===== src/rtl/fwspc_pkg.sv =====
package fwspc_pkg;

    typedef logic [7:0]  duty_t;
    typedef logic [15:0] speed_t;

    // configuration register indexes
    localparam logic [1:0] REG_TARGET_SPEED = 2'd0;
    localparam logic [1:0] REG_FRONT_GAIN   = 2'd1;
    localparam logic [1:0] REG_BACK_GAIN    = 2'd2;
    localparam logic [1:0] REG_PERIOD_TICKS = 2'd3;

    localparam int NUM_WHEELS = 4;

    // wheel order, also the bit order of the input word
    localparam int WHEEL_FR = 0;
    localparam int WHEEL_FL = 1;
    localparam int WHEEL_BR = 2;
    localparam int WHEEL_BL = 3;
    localparam int TICK_BIT = 4;

    // register reset values
    localparam logic [15:0] TARGET_SPEED_RST = 16'd24;
    localparam logic [15:0] FRONT_GAIN_RST   = 16'd8960;
    localparam logic [15:0] BACK_GAIN_RST    = 16'd10752;
    localparam logic [7:0]  PERIOD_TICKS_RST = 8'd10;

    // feed-forward k*target*256 as a shift: k=2 -> 9, k=4 -> 10
    localparam int FF_SHIFT_NORMAL    = 9;
    localparam int FF_SHIFT_BACK_LEFT = 10;

    // 255.0, 1.0 and 256.0 in Q.12
    localparam int DUTY_BIAS_Q12 = 255 * 4096;
    localparam int ONE_Q12       = 4096;
    localparam int FULL_Q12      = 256 * 4096;

    localparam duty_t  DUTY_MAX  = 8'd255;
    localparam speed_t SPEED_MAX = 16'hFFFF;

endpackage


===== src/rtl/four_wheel_speed_p_controller_core.sv =====
// Four-wheel proportional speed controller with feed-forward. Each input word carries
// one encoder edge bit per wheel (front right, front left, back right, back left) and a
// millisecond tick; one word is taken each unstalled cycle. Pulses are counted per wheel,
// saturating at 2^COUNT_WIDTH-1. When period_ticks ticks have been seen (0 acts as 1),
// one result word comes out with the four pulse counts of that period (saturated to
// 16 bits) and four PWM duties, duty = clamp(trunc(255 - (k*target + (target-m)*gain)),
// 0, 255), k = 2 (4 for back left), front_gain for the front pair and back_gain for the
// back pair; the counts then restart. Rate is one word per cycle with no bubbles unless
// stalled. Three register stages (input, period snapshot, output) each hold one word, so
// an upstream stall only happens while a result waits on m_tready and the snapshot is
// also full. Configuration writes take effect on the next edge and are meant for idle
// periods.
module four_wheel_speed_p_controller_core #(
    parameter int COUNT_WIDTH = 16
) (
    input  logic        clk,
    input  logic        rst_n,
    // input stream: [0] pulse_front_right, [1] pulse_front_left, [2] pulse_back_right,
    // [3] pulse_back_left, [4] ms_tick, [7:5] zero
    input  logic        s_tvalid,
    output logic        s_tready,
    input  logic [7:0]  s_tdata,
    // result stream: [7:0] duty_front_right, [15:8] duty_front_left,
    // [23:16] duty_back_right, [31:24] duty_back_left, [47:32] speed_front_right,
    // [63:48] speed_front_left, [79:64] speed_back_right, [95:80] speed_back_left
    output logic        m_tvalid,
    input  logic        m_tready,
    output logic [95:0] m_tdata,
    // configuration write port
    input  logic        cfg_we,
    input  logic [1:0]  cfg_index,
    input  logic [15:0] cfg_data
);

    localparam int CW = COUNT_WIDTH;
    // wide enough for 16*m*gain plus target terms, signed; target*gain alone
    // needs 33 bits, and their sum sets the floor of 34 for narrow counts
    localparam int VW = (COUNT_WIDTH + 24 > 34) ? (COUNT_WIDTH + 24) : 34;
    // width used to saturate counts to 16 bits
    localparam int EW = (COUNT_WIDTH > 16) ? COUNT_WIDTH : 16;

    localparam logic [CW-1:0] COUNT_MAX = {CW{1'b1}};

    // configuration registers
    logic signed [15:0] target_speed_reg;
    logic [15:0]        front_gain_reg;
    logic [15:0]        back_gain_reg;
    logic [7:0]         period_ticks_reg;

    // stage 1: registered input word
    logic               in_valid_reg;
    logic [4:0]         in_data_reg;

    // period state
    logic [CW-1:0]      count_reg [fwspc_pkg::NUM_WHEELS];
    logic [CW-1:0]      count_next [fwspc_pkg::NUM_WHEELS];
    logic [7:0]         elapsed_reg;
    logic [7:0]         elapsed_next;

    // stage 2: counts of the period just closed
    logic               snap_valid_reg;
    logic [CW-1:0]      snap_count_reg [fwspc_pkg::NUM_WHEELS];

    // stage 3: result word
    logic               out_valid_reg;
    fwspc_pkg::duty_t   out_duty_reg [fwspc_pkg::NUM_WHEELS];
    fwspc_pkg::speed_t  out_speed_reg [fwspc_pkg::NUM_WHEELS];

    fwspc_pkg::duty_t   duty_calc [fwspc_pkg::NUM_WHEELS];
    fwspc_pkg::speed_t  speed_calc [fwspc_pkg::NUM_WHEELS];

    logic               in_adv;
    logic               snap_adv;
    logic               tick;
    logic [7:0]         limit;
    logic               period_end;

    // elastic pipeline: a stage moves when the one after it is empty or moving
    assign snap_adv = !out_valid_reg || m_tready;
    assign in_adv   = !snap_valid_reg || snap_adv;
    assign s_tready = !in_valid_reg || in_adv;

    assign tick       = in_data_reg[fwspc_pkg::TICK_BIT];
    assign limit      = (period_ticks_reg == 8'd0) ? 8'd1 : period_ticks_reg;
    assign period_end = tick && (({1'b0, elapsed_reg} + 9'd1) >= {1'b0, limit});

    // pulse of this word counts before a tick closes the period
    always_comb
    begin
        for (int w = 0; w < fwspc_pkg::NUM_WHEELS; w++)
        begin
            if (in_data_reg[w] && (count_reg[w] != COUNT_MAX))
                count_next[w] = count_reg[w] + CW'(1);
            else
                count_next[w] = count_reg[w];
        end
        elapsed_next = tick ? (elapsed_reg + 8'd1) : elapsed_reg;
    end

    always_ff @(posedge clk or negedge rst_n)
    begin
        if (!rst_n)
        begin
            target_speed_reg <= signed'(fwspc_pkg::TARGET_SPEED_RST);
            front_gain_reg   <= fwspc_pkg::FRONT_GAIN_RST;
            back_gain_reg    <= fwspc_pkg::BACK_GAIN_RST;
            period_ticks_reg <= fwspc_pkg::PERIOD_TICKS_RST;
        end
        else if (cfg_we)
        begin
            unique case (cfg_index)
                fwspc_pkg::REG_TARGET_SPEED: target_speed_reg <= signed'(cfg_data);
                fwspc_pkg::REG_FRONT_GAIN:   front_gain_reg   <= cfg_data;
                fwspc_pkg::REG_BACK_GAIN:    back_gain_reg    <= cfg_data;
                fwspc_pkg::REG_PERIOD_TICKS: period_ticks_reg <= cfg_data[7:0];
                default:                     period_ticks_reg <= period_ticks_reg;
            endcase
        end
    end

    // stage 1
    always_ff @(posedge clk or negedge rst_n)
    begin
        if (!rst_n)
            in_valid_reg <= 1'b0;
        else if (s_tready)
            in_valid_reg <= s_tvalid;
    end

    always_ff @(posedge clk)
    begin
        if (s_tready && s_tvalid)
            in_data_reg <= s_tdata[4:0];
    end

    // period counters and snapshot
    always_ff @(posedge clk or negedge rst_n)
    begin
        if (!rst_n)
        begin
            for (int w = 0; w < fwspc_pkg::NUM_WHEELS; w++)
                count_reg[w] <= '0;
            elapsed_reg    <= 8'd0;
            snap_valid_reg <= 1'b0;
        end
        else
        begin
            if (snap_adv)
                snap_valid_reg <= 1'b0;
            if (in_valid_reg && in_adv)
            begin
                if (period_end)
                begin
                    for (int w = 0; w < fwspc_pkg::NUM_WHEELS; w++)
                        count_reg[w] <= '0;
                    elapsed_reg    <= 8'd0;
                    snap_valid_reg <= 1'b1;
                end
                else
                begin
                    for (int w = 0; w < fwspc_pkg::NUM_WHEELS; w++)
                        count_reg[w] <= count_next[w];
                    elapsed_reg <= elapsed_next;
                end
            end
        end
    end

    always_ff @(posedge clk)
    begin
        if (in_valid_reg && in_adv && period_end)
        begin
            for (int w = 0; w < fwspc_pkg::NUM_WHEELS; w++)
                snap_count_reg[w] <= count_next[w];
        end
    end

    // stage 2 datapath: one multiplier pair per wheel
    //   v = 255*4096 - k*T*256 - T*G + 16*m*G   (all Q.12)
    for (genvar w = 0; w < fwspc_pkg::NUM_WHEELS; w++)
    begin : g_wheel
        localparam int FF_SHIFT = (w == fwspc_pkg::WHEEL_BL) ?
                                  fwspc_pkg::FF_SHIFT_BACK_LEFT : fwspc_pkg::FF_SHIFT_NORMAL;

        logic [15:0]          gain;
        logic [CW+15:0]       mg;
        logic signed [32:0]   tg;
        logic signed [VW-1:0] ff;
        logic signed [VW-1:0] v;
        logic [EW-1:0]        m_ext;

        assign gain = (w < fwspc_pkg::WHEEL_BR) ? front_gain_reg : back_gain_reg;
        assign mg   = (CW+16)'(snap_count_reg[w]) * (CW+16)'(gain);
        assign tg   = 33'(target_speed_reg) * $signed({1'b0, gain});
        assign ff   = VW'(target_speed_reg) <<< FF_SHIFT;
        assign v    = VW'(fwspc_pkg::DUTY_BIAS_Q12) - (VW'(tg) + ff)
                    + VW'($signed({1'b0, mg, 4'b0000}));

        always_comb
        begin
            if (v < VW'(fwspc_pkg::ONE_Q12))
                duty_calc[w] = '0;
            else if (v >= VW'(fwspc_pkg::FULL_Q12))
                duty_calc[w] = fwspc_pkg::DUTY_MAX;
            else
                duty_calc[w] = v[19:12];
        end

        assign m_ext         = EW'(snap_count_reg[w]);
        assign speed_calc[w] = (m_ext > EW'(fwspc_pkg::SPEED_MAX)) ?
                               fwspc_pkg::SPEED_MAX : m_ext[15:0];
    end

    // stage 3
    always_ff @(posedge clk or negedge rst_n)
    begin
        if (!rst_n)
            out_valid_reg <= 1'b0;
        else if (snap_adv)
            out_valid_reg <= snap_valid_reg;
    end

    always_ff @(posedge clk)
    begin
        if (snap_adv && snap_valid_reg)
        begin
            for (int w = 0; w < fwspc_pkg::NUM_WHEELS; w++)
            begin
                out_duty_reg[w]  <= duty_calc[w];
                out_speed_reg[w] <= speed_calc[w];
            end
        end
    end

    assign m_tvalid = out_valid_reg;
    assign m_tdata  = {out_speed_reg[fwspc_pkg::WHEEL_BL], out_speed_reg[fwspc_pkg::WHEEL_BR],
                       out_speed_reg[fwspc_pkg::WHEEL_FL], out_speed_reg[fwspc_pkg::WHEEL_FR],
                       out_duty_reg[fwspc_pkg::WHEEL_BL],  out_duty_reg[fwspc_pkg::WHEEL_BR],
                       out_duty_reg[fwspc_pkg::WHEEL_FL],  out_duty_reg[fwspc_pkg::WHEEL_FR]};

endmodule


===== config.mk =====
export PLATFORM = sky130hd
export DESIGN_NAME = four_wheel_speed_p_controller_core
export DESIGN_NICKNAME = d
export VERILOG_FILES = /design/src/rtl/fwspc_pkg.sv /design/src/rtl/four_wheel_speed_p_controller_core.sv
export SDC_FILE = /design/constraint.sdc
export NUM_CORES = 2
export LEC_CHECK = 0
export ABC_AREA = 1
export BUFFER_PORTS_ARGS = -buffer_cell sky130_fd_sc_hd__buf_2
export CAP_MARGIN = 25
export CORE_ASPECT_RATIO = 1.25
export CORE_MARGIN = 8
export CORE_UTILIZATION = 55
export CTS_BUF_LIST = sky130_fd_sc_hd__clkbuf_8 sky130_fd_sc_hd__clkbuf_16
export CTS_CLUSTER_DIAMETER = 120
export DETAILED_ROUTE_END_ITERATION = 12
export HOLD_SLACK_MARGIN = 0.06
export PLACE_DENSITY = 0.71
export SLEW_MARGIN = 5
export SYNTH_ARGS = -nofsm -noshare
export SYNTH_HDL_FRONTEND = slang
export SYNTH_SLANG_ARGS = --single-unit

===== constraint.sdc =====
create_clock -name clk -period 14.5 [get_ports clk]
set_input_delay 2.9 -clock clk [delete_from_list [all_inputs] [get_ports clk]]
set_output_delay 2.9 -clock clk [all_outputs]
set_load 0.01 [all_outputs]

==> out/summary.txt <==
register area share after synthesis - 10.6%
hold buffer count at CTS - 0
port bufs - 125
worst r2r src - target_speed_reg[1]
layout cells sized above 1 - 3.90%
TNS Setup - 0 ns
routed length on met2 - 110,000 um
WP data arrival - 10.74 ns
Setup crit end kind - flip-flop
vias in the first global route - 68.6k
DRC - 0
post-CTS setup buffer count - 0
distinct cell type count after synthesis - 65
clock tree sinks - 296
period utilization - 71.9%
Min Clock Period, post-route - 10.42 ns
slowest CP cell - dfrtp_1
Final ANT Viol Nets - 0
#FFs+latches synth - 296
fill count - 13.0k
Reg2Reg Setup Slack - 4.08 ns
max-slew violations - 0
vias per std cell - 5.33
GP Congestion - 0.966
worst setup path end - out_duty_reg[3][2]
Finished Cell Area - 81,100 um2
worst min path class - reg -> reg
synth-to-layout area growth - 4.43%
Routed WL - 219,000 um
max_slew headroom - 19.0%
dominant synthesized flop cell - edfxtp_1
syn_nets - 12.5k
capturing point of the worst reg2reg path - out_duty_reg[3][2]
DIE AREA - 154,000 um2
CTS tree - done
Fmax achieved - 0.0960 GHz
quantity of gates resized following cts - 0
endpoints failing setup - 0
first-pass GRT wire length - 355,000 um
Initial Util - 55.2%
Nets - 12.3k
critical path class - reg -> reg
worst-case clock buffer depth - 3
Hold Vio Cnt, Final - 0
top layer in use - met5
asr flop ratio synth - 44.3%
commonest non-fill, non-tap cell in the layout - inv_1
Die H - 436 um
Core Box Area - 141,000 um2
total grt overflow - 0
vias - 64.3k
RSZ-0062 raised after global routing - no
Required @ worst endpoint - 14.82 ns
met3 wire length - 12,100 um
placed inst area - 79,800 um2
EDFF count, synth - 165
cell accounting for the most synthesized area - fa_1
yosys warns - 0
clock latency on the worst-skew pair - 0.61 ns
Initial DRT Pass Iterations - 6
skew final - 0.0441 ns
# rows - 154
wl on met1 - 80,900 um
Final WS setup - 4.08 ns
largest net degree at the start of global routing - 73
Die X-Extent - 352 um
Netlist Area Pre-Place - 77,700 um2
initial antenna violation count - 1
slowest stage delay, CP - 1.04 ns
dpl ws - 4.14 ns
Synth Instances - 10.3k
Syn Area/Cell - 7.53 um2
Synth top area share - 32.2%
root buffer cell - clkbuf_16
worst reg2reg path depth - 38
most frequent cells in the layout - 2,812 x inv_1, 2,697 x nand2_1, 1,250 x fa_1
largest cells by area after synthesis - fa_1 32%, ha_1 14%, inv_1 14%, nand2_1 13%, edfxtp_1 6.4%
actual slew at the worst max-slew pin - 1.21 ns
startpoint types - flip-flop
outcome - complete, no violations
H-tree depth - 2
io pins - 129
Iter 0 DRT Violations - 3,857
Crit. Startpoint - target_speed_reg[1]
Crit Path Max Fanout - 19
CTS Buf Count - 36
Avg WL per Cell - 18.2 um
max_cap viols - 0
hpwl dp - 178,000 um
Total Routing Usage GR - 28.6%
clock-pin slew on the worst setup and hold paths - 0.06 ns
## cell families (layout without fill, tap and decap cells)
logic type	after synthesis	count (layout)	share of synthesized area (%)
flops	296	296	10.6
buf+inv	3201	3081	15.5
fa+ha+maj	2132	2132	46.4
compound gates	828	828	5.93
simple gates	3594	3594	18.5
other cells	0	1	0
xor+xnor	265	265	3.02
## worst min-delay path by stage
stage                              start                  end  slack (ns)  cells after the start
floorplan           snap_count_reg[0][0]  out_speed_reg[0][0]        0.42                      0
global placement    snap_count_reg[3][7]  out_speed_reg[3][7]        0.44                      0
detailed placement  snap_count_reg[3][7]  out_speed_reg[3][7]        0.44                      0
CTS                 snap_count_reg[3][7]  out_speed_reg[3][7]        0.46                      0
global route        snap_count_reg[3][7]  out_speed_reg[3][7]        0.47                      0
finish              snap_count_reg[3][7]  out_speed_reg[3][7]        0.46                      0
## synth_stat cells, types with 17 or more instances
cell and number:
nand4_1 56, nor3_1 54, fa_1 1250, o21a_1 17, nor2_1 437, nand3b_1 21
a21o_1 23, o21bai_1 25, nor4_1 20, ha_1 882, nand3_1 225, nand2_2 28
dfrtp_1 121, clkbuf_1 362, o21ai_0 254, a21oi_1 373, xnor2_1 95, edfxtp_1 165
nand2_1 2697, o21ai_1 20, o22ai_1 32, inv_1 2808, xor2_1 168
## routing by layer
| layer | vias up | GRT usage, % |
|---|---|---|
| li1 | 30100 | - |
| met1 | 31400 | 31.9 |
| met2 | 2090 | 51.8 |
| met3 | 655 | 3.40 |
| met4 | 2 | 17.9 |
| met5 | - | 0 |
## worst max-delay path, delay by kind of cell, from the launching register on
family                     cells  cell delay, ns
AOI/OAI and AO/OA              6            1.32
and+or+nand+nor               14            2.02
xor gates and xnor gates       1            0.21
DFF                            1            1.04
adders and majority gates     10            4.65
buffers and inverters          7            0.88
## cell type report
type	count	area, um2	share of cell area (%)
antenna	1	2.50	0.00308
clock buffer	40	967	1.19
clock inverter	25	348	0.429
inverter	2817	10600	13.0
multi-input combinational	6819	57400	70.8
sequential	296	8280	10.2
tap	1872	2340	2.89
timing repair buffer	199	1190	1.47
## stage by stage
step           utilization [%]  cells  hold WS [ns]
3_3_place_gp              56.7  12000         0.441
2_1_floorplan                -  10300         0.424
3_5_place_dp              56.7  12000         0.438
6_report                  57.7  12100         0.457
5_1_grt                   57.7  12100         0.475
4_1_cts                   57.7  12100         0.455
Power is not shown: default switching activity piles up to over one toggle a cycle in this logic, so the estimate is an artifact.
